===== config.mk =====
export PLATFORM = sky130hd
export DESIGN_NAME = crc_framed_packet_deframer
export DESIGN_NICKNAME = d
export VERILOG_FILES = /design/src/sv/crcfd_pkg.sv /design/src/sv/crc_framed_packet_deframer.sv /design/src/sv/crcfd_csr.sv
export SDC_FILE = /design/constraint.sdc
export NUM_CORES = 1
export LEC_CHECK = 0
export BUFFER_PORTS_ARGS = -buffer_cell sky130_fd_sc_hd__buf_2
export CORE_MARGIN = 3
export CORE_UTILIZATION = 55
export DETAILED_ROUTE_END_ITERATION = 16
export PLACE_DENSITY = 0.82
export SYNTH_ARGS = -nofsm -noshare
export SYNTH_HDL_FRONTEND = slang
export SYNTH_HIERARCHICAL = 1
export SYNTH_SLANG_ARGS = --single-unit

===== constraint.sdc =====
create_clock -name clock -period 6.4 [get_ports clock]
set_input_delay 0.96 -clock clock [delete_from_list [all_inputs] [get_ports clock]]
set_output_delay 0.96 -clock clock [all_outputs]
set_load 0.01 [all_outputs]

===== src/sv/crcfd_pkg.sv =====
package crcfd_pkg;

   localparam int unsigned BYTE_W      = 8;
   localparam int unsigned CRC_W       = 16;
   localparam int unsigned LEN_W       = 16;
   localparam int unsigned FLEN_W      = 10;
   localparam int unsigned CSR_INDEX_W = 3;
   localparam int unsigned CSR_DATA_W  = 16;

   localparam int unsigned MAX_PAYLOAD_DEFAULT = 512;

   // register indexes
   localparam logic [CSR_INDEX_W-1:0] CSR_SHORT_START = 3'd0;
   localparam logic [CSR_INDEX_W-1:0] CSR_LONG_START  = 3'd1;
   localparam logic [CSR_INDEX_W-1:0] CSR_SHORT_END   = 3'd2;
   localparam logic [CSR_INDEX_W-1:0] CSR_LONG_END    = 3'd3;
   localparam logic [CSR_INDEX_W-1:0] CSR_CRC_POLY    = 3'd4;
   localparam logic [CSR_INDEX_W-1:0] CSR_CRC_INIT    = 3'd5;

   // register reset values
   localparam logic [BYTE_W-1:0] SHORT_START_RESET = 8'h02;
   localparam logic [BYTE_W-1:0] LONG_START_RESET  = 8'h03;
   localparam logic [BYTE_W-1:0] SHORT_END_RESET   = 8'h03;
   localparam logic [BYTE_W-1:0] LONG_END_RESET    = 8'h03;
   localparam logic [CRC_W-1:0]  CRC_POLY_RESET    = 16'h1021;
   localparam logic [CRC_W-1:0]  CRC_INIT_RESET    = 16'h0000;

   localparam logic OUT_PAYLOAD = 1'b0;
   localparam logic OUT_VERDICT = 1'b1;

   typedef enum logic [1:0] {
      VERDICT_OK      = 2'd0,
      VERDICT_BAD_LEN = 2'd1,
      VERDICT_BAD_END = 2'd2,
      VERDICT_BAD_CRC = 2'd3
   } verdict_type;

   typedef enum logic [2:0] {
      PH_IDLE  = 3'd0,
      PH_LEN1  = 3'd1,
      PH_LENHI = 3'd2,
      PH_LENLO = 3'd3,
      PH_DATA  = 3'd4,
      PH_CRCHI = 3'd5,
      PH_CRCLO = 3'd6,
      PH_END   = 3'd7
   } phase_type;

   typedef struct packed {
      logic [BYTE_W-1:0] short_start;
      logic [BYTE_W-1:0] long_start;
      logic [BYTE_W-1:0] short_end;
      logic [BYTE_W-1:0] long_end;
      logic [CRC_W-1:0]  crc_poly;
      logic [CRC_W-1:0]  crc_init;
   } cfg_type;

   // msb-first crc16 over one byte, no reflection
   function automatic logic [CRC_W-1:0] crc_byte(input logic [CRC_W-1:0]  crc,
                                                 input logic [BYTE_W-1:0] data,
                                                 input logic [CRC_W-1:0]  poly);
      logic [CRC_W-1:0] c;
      c = crc ^ {data, {(CRC_W-BYTE_W){1'b0}}};
      for (int i = 0; i < BYTE_W; i++) begin
         if (c[CRC_W-1]) begin
            c = {c[CRC_W-2:0], 1'b0} ^ poly;
         end else begin
            c = {c[CRC_W-2:0], 1'b0};
         end
      end
      return c;
   endfunction

endpackage


===== src/sv/crc_framed_packet_deframer.sv =====
// a result is in the output register in the cycle after its byte beat is taken
// throughput: one byte beat per cycle while the rsp side keeps up; the frame state machine and the bytewise
//   crc16 update both sit between the input handshake and the result register
// req_ready drops only while a result waits unclaimed on a stalled rsp side
// reset (synchronous): frame state to idle, output empty, registers to defaults
module crc_framed_packet_deframer #(
   parameter int unsigned MAX_PAYLOAD = crcfd_pkg::MAX_PAYLOAD_DEFAULT
) (
   input  logic                                  clock,
   input  logic                                  reset,
   // byte input
   input  logic                                  req_valid,
   output logic                                  req_ready,
   input  logic [crcfd_pkg::BYTE_W-1:0]          req_rx_byte,
   // result output
   output logic                                  rsp_valid,
   input  logic                                  rsp_ready,
   output logic                                  rsp_out_kind,
   output logic [crcfd_pkg::BYTE_W-1:0]          rsp_payload_byte,
   output logic [1:0]                            rsp_verdict,
   output logic [crcfd_pkg::FLEN_W-1:0]          rsp_frame_length,
   output logic                                  rsp_long_frame,
   output logic [crcfd_pkg::CRC_W-1:0]           rsp_computed_crc,
   output logic [crcfd_pkg::CRC_W-1:0]           rsp_received_crc,
   // register writes
   input  logic                                  csr_valid,
   output logic                                  csr_ready,
   input  logic [crcfd_pkg::CSR_INDEX_W-1:0]     csr_index,
   input  logic [crcfd_pkg::CSR_DATA_W-1:0]      csr_data
);

   // payload counter only has to reach the largest legal length
   localparam int unsigned CNT_W = $clog2(MAX_PAYLOAD + 1);
   localparam int unsigned LEN_W = crcfd_pkg::LEN_W;
   localparam int unsigned CRC_W = crcfd_pkg::CRC_W;
   localparam int unsigned BYTE_W = crcfd_pkg::BYTE_W;
   localparam logic [LEN_W-1:0] MAX_LEN = LEN_W'(MAX_PAYLOAD);

   crcfd_pkg::cfg_type cfg;

   // register bank, always ready
   assign csr_ready = 1'b1;

   crcfd_csr u_csr (
      .clock     (clock),
      .reset     (reset),
      .csr_write (csr_valid & csr_ready),
      .csr_index (csr_index),
      .csr_data  (csr_data),
      .cfg       (cfg)
   );

   // frame state
   crcfd_pkg::phase_type phase_ff, phase_in;
   logic                 long_mode_ff, long_mode_in;
   logic [LEN_W-1:0]     expected_ff, expected_in;
   logic [CNT_W-1:0]     count_ff, count_in;
   logic [CRC_W-1:0]     frame_crc_ff, frame_crc_in;
   logic [CRC_W-1:0]     running_crc_ff, running_crc_in;

   // result register
   logic                           rsp_valid_ff, rsp_valid_in;
   logic                           out_kind_ff, out_kind_in;
   logic [BYTE_W-1:0]              payload_ff, payload_in;
   crcfd_pkg::verdict_type         verdict_ff, verdict_in;
   logic [crcfd_pkg::FLEN_W-1:0]   flen_ff, flen_in;
   logic                           long_frame_ff, long_frame_in;
   logic [CRC_W-1:0]               comp_crc_ff, comp_crc_in;
   logic [CRC_W-1:0]               recv_crc_ff, recv_crc_in;

   logic               req_fire;
   logic               rsp_fire;
   logic               emit;
   logic [LEN_W-1:0]   len_cand;
   logic [CNT_W-1:0]   count_inc;
   logic [CRC_W-1:0]   crc_next;
   logic [BYTE_W-1:0]  end_want;

   // the output register frees up in the same cycle its beat is taken
   assign req_ready = !rsp_valid_ff || rsp_ready;
   assign req_fire  = req_valid && req_ready;
   assign rsp_fire  = rsp_valid_ff && rsp_ready;

   assign count_inc = count_ff + CNT_W'(1);
   assign crc_next  = crcfd_pkg::crc_byte(running_crc_ff, req_rx_byte, cfg.crc_poly);
   assign end_want  = long_mode_ff ? cfg.long_end : cfg.short_end;

   // length byte as it lands: short form takes it whole, long form fills the low half
   assign len_cand = (phase_ff == crcfd_pkg::PH_LEN1)
                     ? {{(LEN_W-BYTE_W){1'b0}}, req_rx_byte}
                     : {expected_ff[LEN_W-1:BYTE_W], req_rx_byte};

   always_comb begin
      phase_in       = phase_ff;
      long_mode_in   = long_mode_ff;
      expected_in    = expected_ff;
      count_in       = count_ff;
      frame_crc_in   = frame_crc_ff;
      running_crc_in = running_crc_ff;

      emit          = 1'b0;
      out_kind_in   = crcfd_pkg::OUT_PAYLOAD;
      payload_in    = '0;
      verdict_in    = crcfd_pkg::VERDICT_OK;
      flen_in       = '0;
      long_frame_in = 1'b0;
      comp_crc_in   = '0;
      recv_crc_in   = '0;

      if (req_fire) begin
         case (phase_ff)
            crcfd_pkg::PH_IDLE: begin
               // short start wins when both start values match
               if (req_rx_byte == cfg.short_start || req_rx_byte == cfg.long_start) begin
                  long_mode_in   = (req_rx_byte != cfg.short_start);
                  expected_in    = '0;
                  count_in       = '0;
                  frame_crc_in   = '0;
                  running_crc_in = cfg.crc_init;
                  phase_in       = (req_rx_byte != cfg.short_start)
                                   ? crcfd_pkg::PH_LENHI : crcfd_pkg::PH_LEN1;
               end
            end
            crcfd_pkg::PH_LEN1,
            crcfd_pkg::PH_LENLO: begin
               if (len_cand == '0 || len_cand > MAX_LEN) begin
                  // rejected length, report and drop back to idle
                  emit           = 1'b1;
                  out_kind_in    = crcfd_pkg::OUT_VERDICT;
                  verdict_in     = crcfd_pkg::VERDICT_BAD_LEN;
                  long_frame_in  = long_mode_ff;
                  phase_in       = crcfd_pkg::PH_IDLE;
                  long_mode_in   = 1'b0;
                  expected_in    = '0;
                  count_in       = '0;
                  frame_crc_in   = '0;
                  running_crc_in = cfg.crc_init;
               end else begin
                  expected_in = len_cand;
                  count_in    = '0;
                  phase_in    = crcfd_pkg::PH_DATA;
               end
            end
            crcfd_pkg::PH_LENHI: begin
               expected_in = {req_rx_byte, {(LEN_W-BYTE_W){1'b0}}};
               phase_in    = crcfd_pkg::PH_LENLO;
            end
            crcfd_pkg::PH_DATA: begin
               // tentative payload beat, crc folded in as it passes
               running_crc_in = crc_next;
               count_in       = count_inc;
               if (LEN_W'(count_inc) >= expected_ff) begin
                  phase_in = crcfd_pkg::PH_CRCHI;
               end
               emit       = 1'b1;
               payload_in = req_rx_byte;
            end
            crcfd_pkg::PH_CRCHI: begin
               frame_crc_in = {req_rx_byte, {(CRC_W-BYTE_W){1'b0}}};
               phase_in     = crcfd_pkg::PH_CRCLO;
            end
            crcfd_pkg::PH_CRCLO: begin
               frame_crc_in = {frame_crc_ff[CRC_W-1:BYTE_W], req_rx_byte};
               phase_in     = crcfd_pkg::PH_END;
            end
            crcfd_pkg::PH_END: begin
               // bad end byte outranks a crc mismatch
               emit          = 1'b1;
               out_kind_in   = crcfd_pkg::OUT_VERDICT;
               if (req_rx_byte != end_want) begin
                  verdict_in = crcfd_pkg::VERDICT_BAD_END;
               end else if (running_crc_ff != frame_crc_ff) begin
                  verdict_in = crcfd_pkg::VERDICT_BAD_CRC;
               end else begin
                  verdict_in = crcfd_pkg::VERDICT_OK;
               end
               flen_in        = expected_ff[crcfd_pkg::FLEN_W-1:0];
               long_frame_in  = long_mode_ff;
               comp_crc_in    = running_crc_ff;
               recv_crc_in    = frame_crc_ff;
               phase_in       = crcfd_pkg::PH_IDLE;
               long_mode_in   = 1'b0;
               expected_in    = '0;
               count_in       = '0;
               frame_crc_in   = '0;
               running_crc_in = cfg.crc_init;
            end
            default: begin
               phase_in = crcfd_pkg::PH_IDLE;
            end
         endcase
      end

      if (emit) begin
         rsp_valid_in = 1'b1;
      end else if (rsp_fire) begin
         rsp_valid_in = 1'b0;
      end else begin
         rsp_valid_in = rsp_valid_ff;
      end
   end

   always_ff @(posedge clock) begin
      if (reset) begin
         phase_ff       <= crcfd_pkg::PH_IDLE;
         long_mode_ff   <= 1'b0;
         expected_ff    <= '0;
         count_ff       <= '0;
         frame_crc_ff   <= '0;
         running_crc_ff <= crcfd_pkg::CRC_INIT_RESET;
         rsp_valid_ff   <= 1'b0;
      end else begin
         phase_ff       <= phase_in;
         long_mode_ff   <= long_mode_in;
         expected_ff    <= expected_in;
         count_ff       <= count_in;
         frame_crc_ff   <= frame_crc_in;
         running_crc_ff <= running_crc_in;
         rsp_valid_ff   <= rsp_valid_in;
      end
   end

   // result payload, loaded only when a new beat is produced
   always_ff @(posedge clock) begin
      if (emit) begin
         out_kind_ff   <= out_kind_in;
         payload_ff    <= payload_in;
         verdict_ff    <= verdict_in;
         flen_ff       <= flen_in;
         long_frame_ff <= long_frame_in;
         comp_crc_ff   <= comp_crc_in;
         recv_crc_ff   <= recv_crc_in;
      end
   end

   assign rsp_valid        = rsp_valid_ff;
   assign rsp_out_kind     = out_kind_ff;
   assign rsp_payload_byte = payload_ff;
   assign rsp_verdict      = verdict_ff;
   assign rsp_frame_length = flen_ff;
   assign rsp_long_frame   = long_frame_ff;
   assign rsp_computed_crc = comp_crc_ff;
   assign rsp_received_crc = recv_crc_ff;

   // a payload byte taken in the data phase shows up as the next result beat
   a_payload_passes: assert property (@(posedge clock) disable iff (reset)
      (req_fire && phase_ff == crcfd_pkg::PH_DATA) |=>
      (rsp_valid && rsp_out_kind == crcfd_pkg::OUT_PAYLOAD &&
       rsp_payload_byte == $past(req_rx_byte)))
      else $error("payload beat lost or corrupted");

   // the counter never runs past the announced length
   a_count_bound: assert property (@(posedge clock) disable iff (reset)
      (phase_ff == crcfd_pkg::PH_DATA) |-> (LEN_W'(count_ff) < expected_ff))
      else $error("payload count overran frame length");

   // an ok verdict always carries matching crcs
   a_ok_crc_match: assert property (@(posedge clock) disable iff (reset)
      (rsp_valid && rsp_out_kind == crcfd_pkg::OUT_VERDICT &&
       rsp_verdict == crcfd_pkg::VERDICT_OK) |-> (rsp_computed_crc == rsp_received_crc))
      else $error("ok verdict with differing crcs");

   // idle bytes, high length bytes and crc bytes never create a result
   a_quiet_header: assert property (@(posedge clock) disable iff (reset)
      (req_fire && !rsp_fire && rsp_valid_ff == 1'b0 &&
       (phase_ff == crcfd_pkg::PH_IDLE || phase_ff == crcfd_pkg::PH_LENHI ||
        phase_ff == crcfd_pkg::PH_CRCHI || phase_ff == crcfd_pkg::PH_CRCLO))
      |=> !rsp_valid)
      else $error("result produced from a header byte");

endmodule


===== src/sv/crcfd_csr.sv =====
module crcfd_csr (
   input  logic                                  clock,
   input  logic                                  reset,
   input  logic                                  csr_write,
   input  logic [crcfd_pkg::CSR_INDEX_W-1:0]     csr_index,
   input  logic [crcfd_pkg::CSR_DATA_W-1:0]      csr_data,
   output crcfd_pkg::cfg_type                    cfg
);

   crcfd_pkg::cfg_type cfg_ff;
   crcfd_pkg::cfg_type cfg_in;

   always_comb begin
      cfg_in = cfg_ff;
      if (csr_write) begin
         case (csr_index)
            crcfd_pkg::CSR_SHORT_START: cfg_in.short_start = csr_data[crcfd_pkg::BYTE_W-1:0];
            crcfd_pkg::CSR_LONG_START:  cfg_in.long_start  = csr_data[crcfd_pkg::BYTE_W-1:0];
            crcfd_pkg::CSR_SHORT_END:   cfg_in.short_end   = csr_data[crcfd_pkg::BYTE_W-1:0];
            crcfd_pkg::CSR_LONG_END:    cfg_in.long_end    = csr_data[crcfd_pkg::BYTE_W-1:0];
            crcfd_pkg::CSR_CRC_POLY:    cfg_in.crc_poly    = csr_data[crcfd_pkg::CRC_W-1:0];
            crcfd_pkg::CSR_CRC_INIT:    cfg_in.crc_init    = csr_data[crcfd_pkg::CRC_W-1:0];
            default: ; // unmapped index, write dropped
         endcase
      end
   end

   always_ff @(posedge clock) begin
      if (reset) begin
         cfg_ff.short_start <= crcfd_pkg::SHORT_START_RESET;
         cfg_ff.long_start  <= crcfd_pkg::LONG_START_RESET;
         cfg_ff.short_end   <= crcfd_pkg::SHORT_END_RESET;
         cfg_ff.long_end    <= crcfd_pkg::LONG_END_RESET;
         cfg_ff.crc_poly    <= crcfd_pkg::CRC_POLY_RESET;
         cfg_ff.crc_init    <= crcfd_pkg::CRC_INIT_RESET;
      end else begin
         cfg_ff <= cfg_in;
      end
   end

   assign cfg = cfg_ff;

endmodule

==> results of run 1 <==
==> flip-flops by register name (all words and copies together) (netlist names), 3 cells and up <==
signal and cells:
count_ff 10, expected_ff 16, frame_crc_ff 16, phase_ff 3, rsp_computed_crc 16, rsp_frame_length 10, rsp_payload_byte 8, rsp_received_crc 16
running_crc_ff 16, u_csr/cfg 64
==> metrics by stage <==
step | hold WS [ns] | power [µW] | setup slack (ns)
after floorplan | 0.432 | 1470 | 2.08
after global placement | 0.440 | 1520 | 1.10
after detailed placement | 0.444 | 1530 | 0.982
after CTS | 0.453 | 2580 | 1.40
after global routing | 0.483 | 2650 | 0.818
final | 0.456 | 2580 | 1.28
==> critical path, delay by kind of cell <==
family / cells / cell delay (ns)
AND/OR/NAND/NOR: 5 / 1.42
buffers and inverters: 1 / 0.36
AO/OA/AOI/OAI: 5 / 1.14
XOR/XNOR: 2 / 1.56
==> metal layers <==
layer	vias up	GRT usage (%)
met2	463	41.2
met1	4183	33.7
met4	0	10.7
li1	4107	-
met5	-	0
met3	85	5.05
==> placed cells by master (no fill, tap or decap), types with 9 or more instances in the layout <==
cell and n:
edfxtp_1 54, and2_1 35, and3_1 15, nor3_1 23
nand4_1 17, nand2_1 141, nand3_1 42, clkbuf_16 17
xnor3_1 13, nand3b_1 9, nor2_1 65, nand2b_1 73
a21oi_1 59, xnor2_1 73, o211ai_1 9, mux2i_1 75
nor4_1 13, a22oi_1 10, xor2_1 53, buf_2 86
a211o_1 15, o21ai_0 32, ha_1 11, buf_4 13
dfxtp_1 127, a21o_1 9, inv_1 18
==> worst paths after layout <==
| check | from | end | slack, ns |
|---|---|---|---|
| setup reg to reg | u_csr/cfg[30] | running_crc_ff[0] | 1.46 |
| hold / removal | expected_ff[2] | expected_ff[2] | 0.46 |
| setup / recovery | req_rx_byte[7] | running_crc_ff[0] | 1.28 |
| hold reg to reg | expected_ff[2] | expected_ff[2] | 0.46 |
==> logic make-up after synthesis <==
logic type      after synthesis
fa+ha+maj                    11
buf+inv                     109
other cells                   1
simple gates                461
xor+xnor                    148
flops                       181
mux                          77
compound gates              179
==> power by group through the flow <==
stage | Sequential [µW] | Clock [µW] | Combinational, µW
final | 1200 | 1070 | 311
after global routing | 1200 | 1110 | 334
after floorplan | 1210 | 0 | 251
after CTS | 1200 | 1080 | 306
after global placement | 1220 | 0 | 296
after detailed placement | 1220 | 0 | 302
==> final cells by class <==
type,count,area share [%]
Multi-Input combinational cell,877,51.7
Sequential cell,181,35.3
Timing Repair Buffer,99,4.48
Clock buffer,19,3.67
Tap cell,260,2.76
Clock inverter,13,1.41
Inverter,20,0.637
Antenna cell,1,0.0212
==> load_flow_metrics.sql, run 1 <==
INSERT INTO impl_metrics (metric_group, metric, value, unit) VALUES
('power_and_ir_drop', 'cellInternalPower', '1900', 'µW'),
('critical_path', 'timing.critical_path.cells', 'buf_2 > xor2_1 > a21boi_1 > o21ai_0 > a21oi_1 > or4_1 > nand2_1 > o21ba_2 > nor4_2 > nor3_2 > xnor2_2 > nand3_1 > a221oi_2', ''),
('power_and_ir_drop', 'pwr-share-comb', '12.1', '%'),
('die', 'ioPinCount', '89', ''),
('synth', 'synth_async_sr_flop_share', '0', '%'),
('timing', 'fin_skew', '0.00666', 'ns'),
('clock_network', 'clock_sinks', '181', ''),
('clock_network', 'cts_tree', 'done', ''),
('critical_path', 'critical_path.max_fanout', '25', ''),
('finish', 'final_net_count', '1239', ''),
('critical_path', 'critPathArrivalTime', '5.47', 'ns'),
('placement', 'place.detailed.instances', '1437', ''),
('critical_path', 'worst_r2r_path_depth', '12', ''),
('finish', 'multi_input_gate_area_in_the_final_layout', '6090', 'µm²'),
('synth', 'synth_edf_count', '54', ''),
('timing', 'finalSetupViolations', '0', ''),
('critical_path', 'timing.setup.critical_path_class', 'in2reg', ''),
('critical_path', 'crit_path_start_kind', 'input port', ''),
('timing', 'timing_worst_slew_pin_value', '1.23', 'ns'),
('flow_run', 'max_cap_viol_count', '0', ''),
('critical_path', 'worst_path_largest_cell_delay', '0.94', 'ns'),
('clock_network', 'clockBufferDepth', '2', ''),
('status', 'status', 'finished clean', ''),
('min_path', 'hold-path-cell-count', '2', ''),
('route', 'detailedRoute.firstPassIterationCount', '5', ''),
('power_and_ir_drop', 'switching_share', '26.1', '%'),
('synth', 'synth.largest_area_cell', 'dfxtp_1', ''),
('clock_network', 'setup_fix_buffers_added_after_clock_tree_synthesis', '0', ''),
('finish', 'drive_above_1_share', '13.1', '%'),
('route', 'routed_wl', '27200', 'µm'),
('power_and_ir_drop', 'cellPowerDensity', '219', 'nW/µm²'),
('finish', 'final_area', '11800', 'µm²'),
('synth', 'synth_compound_area_share', '11.0', '%'),
('finish', 'finish.cell_count_without_fillers', '1470', ''),
('global_route', 'globalRouteOverflowTotal', '0', ''),
('synth', 'post_synth_fa_ha_maj_area_fraction', '1.28', '%'),
('timing', 'rsz_0062_raised_after_global_routing', 'no', ''),
('clock_network', 'cts_hold_buffers', '0', ''),
('placement', 'postPlaceCellArea', '11200', 'µm²'),
('timing', 'hold_viol_final', '0', ''),
('route', 'highest_layer', 'met4', ''),
('route', 'post_drt_via_cell_ratio', '6.01', ''),
('global_route', 'wire_length_of_the_first_global_routing_pass', '43900', 'µm'),
('critical_path', 'setup_crit_end_kind', 'flop', ''),
('synth', 'syn_avg_cell_area', '9.18', 'µm²'),
('global_route', 'first_global_vias', '8374', ''),
('global_route', 'maximum_number_of_pins_on_one_net_before_global_route_repair', '76', ''),
('route', 'via_count', '8838', ''),
('synth', 'synth-seq-cells', '181', ''),
('placement', 'portBuffers', '87', ''),
('route', 'dr.first_iter.drc_count', '1102', ''),
('route', 'wire_length_on_met1', '11200', 'µm'),
('synth', 'post_synth_inst_count', '1167', ''),
('die', 'die_w', '146', 'µm'),
('synth', 'post_synth_xor_area_fraction', '15.0', '%'),
('route', 'wl_per_instance', '18.5', 'µm'),
('synth', 'main_combinational_cell_family_by_area_after_synthesis', 'simple AND/OR/NAND/NOR gates', ''),
('timing', 'setup_tns', '0', 'ns'),
('synth', 'most_frequently_used_cell_type_in_the_post_synthesis_netlist', 'nand2_1', ''),
('critical_path', 'crit_slowest_cell', 'xnor2_2', ''),
('synth', 'synth.cell_area', '10700', 'µm²'),
('critical_path', 'crit_required', '6.75', 'ns'),
('min_path', 'hp-class', 'reg2reg', ''),
('power_and_ir_drop', 'switchingPower', '672', 'µW'),
('synth', 'synth.top_cell.area_share', '23.7', '%'),
('clock_network', 'total_cts_buffers', '17', ''),
('synth', 'synthSimpleGateAreaFrac', '22.3', '%'),
('die', 'placeableCoreArea', '18900', 'µm²'),
('synth', 'syn-num-nets', '1210', ''),
('route', 'drc', '0', ''),
('synth', 'synth.area.mux_share', '7.22', '%');
Note: power is estimated with default switching activity, not from simulation.
==> run 2, diff against run 1 <==
Clock period 6.4 ns to 5 ns, I/O delays scaled along.
==> run 2 against run 1 <==
Register-to-register slack worse by 1.2 ns; critical path depth unchanged; cell area increased by 1.3%; die area is the same; setup slack got worse by 0.98 ns; first-iteration DRC count is 1.5% lower; hold slack got worse by 0.00078 ns; critical endpoint unchanged; sequential cell count unchanged; largest power group unchanged; non-clock buffer count up 23; clock power is 22% higher.
==> load_flow_metrics.sql, run 2 (same netlist as run 1, synthesis figures left out) <==
INSERT INTO impl_metrics (metric_group, metric, value, unit) VALUES
('critical_path', 'critical_path.max_fanout', '25', ''),
('die', 'floorplan.initialDensity', '56.7', '%'),
('critical_path', 'crit_slowest_cell', 'xnor2_2', ''),
('critical_path', 'worstReg2RegStart', 'running_crc_ff[15]', ''),
('finish', 'largest_register_ff_count', '64', ''),
('critical_path', 'timing.critical_path.cells', 'xor2_1 > buf_4 > a21boi_1 > nor2_1 > a221o_1 > or4_1 > nand2_1 > nor3b_2 > o211a_1 > nor3_2 > xnor2_2 > nand3_1 > a221oi_2', ''),
('critical_path', 'timing.setup.critical_path_class', 'reg2reg', ''),
('die', 'die_h', '146', 'µm'),
('critical_path', 'cp-startpoint', 'running_crc_ff[15]', ''),
('finish', 'final_common_cell', 'nand2_1', ''),
('timing', 'finalSetupViolations', '0', ''),
('timing', 'fin_max_slew_vios', '0', ''),
('min_path', 'hp-class', 'reg2reg', ''),
('critical_path', 'crit_path_start_kind', 'flop', ''),
('critical_path', 'worst_r2r_path_depth', '13', ''),
('placement', 'dp_worst_setup_slack', '0.0319', 'ns'),
('power_and_ir_drop', 'ir_drop', '248', 'µV'),
('route', 'via_count', '8913', ''),
('route', 'detailedRoute.firstPassIterationCount', '6', ''),
('timing', 'timing_worst_slew_pin_value', '1.19', 'ns'),
('timing', 'period_minus_slack', '4.69', 'ns'),
('die', 'floorplan.rows', '50', ''),
('finish', 'layout.cells.most_common_list', 'nand2_1, dfxtp_1, buf_2, mux2i_1', ''),
('power_and_ir_drop', 'total_leakage_power', '0.00472', 'µW'),
('power_and_ir_drop', 'cellPowerDensity', '273', 'nW/µm²'),
('clock_network', 'cts-root-buf', 'clkbuf_16', ''),
('timing', 'setup_tns', '0', 'ns'),
('clock_network', 'post_cts_resize_count', '0', ''),
('clock_network', 'clockBufferDepth', '2', ''),
('route', 'ant_nets', '0', ''),
('timing', 'relSlewSlack', '20.2', '%'),
('finish', 'antenna_cells', '0', ''),
('clock_network', 'clkLatencyLatePin', '0.44', 'ns'),
('critical_path', 'critical_path.endpoint', 'running_crc_ff[0]', ''),
('die', 'ioPinCount', '89', ''),
('finish', 'final_net_count', '1262', ''),
('route', 'wl_per_instance', '18.8', 'µm'),
('route', 'dr.first_iter.drc_count', '1085', ''),
('critical_path', 'cpLargestDelayFamily', 'simple AND/OR/NAND/NOR gates', ''),
('timing', 'final.period_utilization', '93.9', '%'),
('clock_network', 'cts_hold_buffers', '0', ''),
('clock_network', 'cts_tree', 'done', ''),
('route', 'routed_wl', '28100', 'µm'),
('timing', 'hold_viol_final', '0', ''),
('placement', 'portBuffers', '87', ''),
('die', 'die_w', '146', 'µm'),
('global_route', 'first_global_vias', '8476', ''),
('critical_path', 'worst_path_largest_cell_delay', '0.91', 'ns'),
('critical_path', 'critPathArrivalTime', '5.04', 'ns'),
('timing', 'postLayoutSetupSlackWorst', '0.307', 'ns'),
('global_route', 'globalRouteOverflowTotal', '0', ''),
('timing', 'fin_skew', '0.0116', 'ns'),
('global_route', 'maximum_number_of_pins_on_one_net_before_global_route_repair', '93', ''),
('clock_network', 'setup_fix_buffers_added_after_clock_tree_synthesis', '0', ''),
('timing', 'max_clock_freq', '0.213', 'GHz'),
('critical_path', 'regToRegEndpoint', 'running_crc_ff[0]', ''),
('timing', 'fin_worst_hold_slack', '0.455', 'ns'),
('die', 'placeableCoreArea', '18900', 'µm²'),
('clock_network', 'clock_sinks', '181', ''),
('critical_path', 'critical_path.n_buffers_inverters', '1', ''),
('flow_run', 'max_cap_viol_count', '0', ''),
('timing', 'rsz_0062_raised_after_global_routing', 'no', ''),
('die', 'die-area', '21200', 'µm²'),
('finish', 'areaGrowthSynthToFinish', '11.4', '%'),
('finish', 'finish.cell_count_without_fillers', '1492', ''),
('placement', 'post-dp-hpwl', '19700', 'µm'),
('global_route', 'wire_length_of_the_first_global_routing_pass', '45100', 'µm'),
('placement', 'place.detailed.instances', '1460', ''),
('critical_path', 'crit_required', '5.35', 'ns'),
('clock_network', 'total_cts_buffers', '17', ''),
('finish', 'fillers', '1572', ''),
('route', 'post_drt_via_cell_ratio', '5.97', ''),
('route', 'drc', '0', ''),
('clock_network', 'clkTransAtPathRegs', '0.08', 'ns'),
('global_route', 'global_route.usage.total', '26.1', '%'),
('finish', 'drive_above_1_share', '14.9', '%'),
('clock_network', 'htree_num_levels', '4', ''),
('critical_path', 'r2r_slack', '0.31', 'ns'),
('critical_path', 'setup_crit_end_kind', 'flop', ''),
('critical_path', 'cp_num_cells', '13', ''),
('placement', 'gpl.final_weighted_congestion', '0.963', ''),
('status', 'status', 'finished clean', ''),
('global_route', 'antenna_found_initial', '0', '');
[run 2: cell types whose count changed in the layout (fill, tap and decap cells not counted), moves of 2 or more]
cell	delta
bufinv_16	-2
clkbuf_1	-2
buf_4	+23
inv_6	+4
clkinvlp_4	-3
clkinv_8	+2
[run 2: tightest hold or removal path: stages (launching register included)]
cell and delay [ns]:
dfxtp_1 0.31, nand2_1 0.05, a21oi_1 0.05
[run 2: worst min path at each step]
stage,end,start,depth (start not counted)
after floorplan,expected_ff[7],expected_ff[7],2
after global placement,expected_ff[1],expected_ff[1],2
after detailed placement,expected_ff[3],expected_ff[3],2
after CTS,expected_ff[3],expected_ff[3],2
after global routing,expected_ff[5],expected_ff[5],2
final,expected_ff[3],expected_ff[3],2
[run 2: metrics by stage]
step	util (%)	total power, µW	instance area, µm²
3_5_place_dp	60.1	1970	11400
5_1_grt	63.2	3350	11900
6_report	63.2	3260	11900
2_1_floorplan	-	1880	10700
4_1_cts	63.2	3260	11900
3_3_place_gp	60.1	1960	11400
[run 2: power breakdown]
group | switching, µW | internal, µW
Sequential | 17.1 | 1510
Clock | 639 | 666
Combinational | 242 | 180
Total | 898 | 2360
[run 2: final cells by class]
cell class / instances / area, µm² / area share, %
multi-input cells: 877 / 6090 / 51.0
flip-flops and latches: 181 / 4160 / 34.9
repair buffers: 122 / 701 / 5.87
clock buffers: 17 / 425 / 3.56
well taps: 260 / 325 / 2.73
clock inverters: 15 / 154 / 1.29
inverters: 20 / 75.1 / 0.629
[run 2: per-layer routing]
layer	wire [µm]	vias up	track usage, %
met2	12600	470	40.6
met5	0	-	0
met1	12000	4218	35.9
li1	-	4146	-
met4	1090	0	11.6
met3	2430	79	4.73
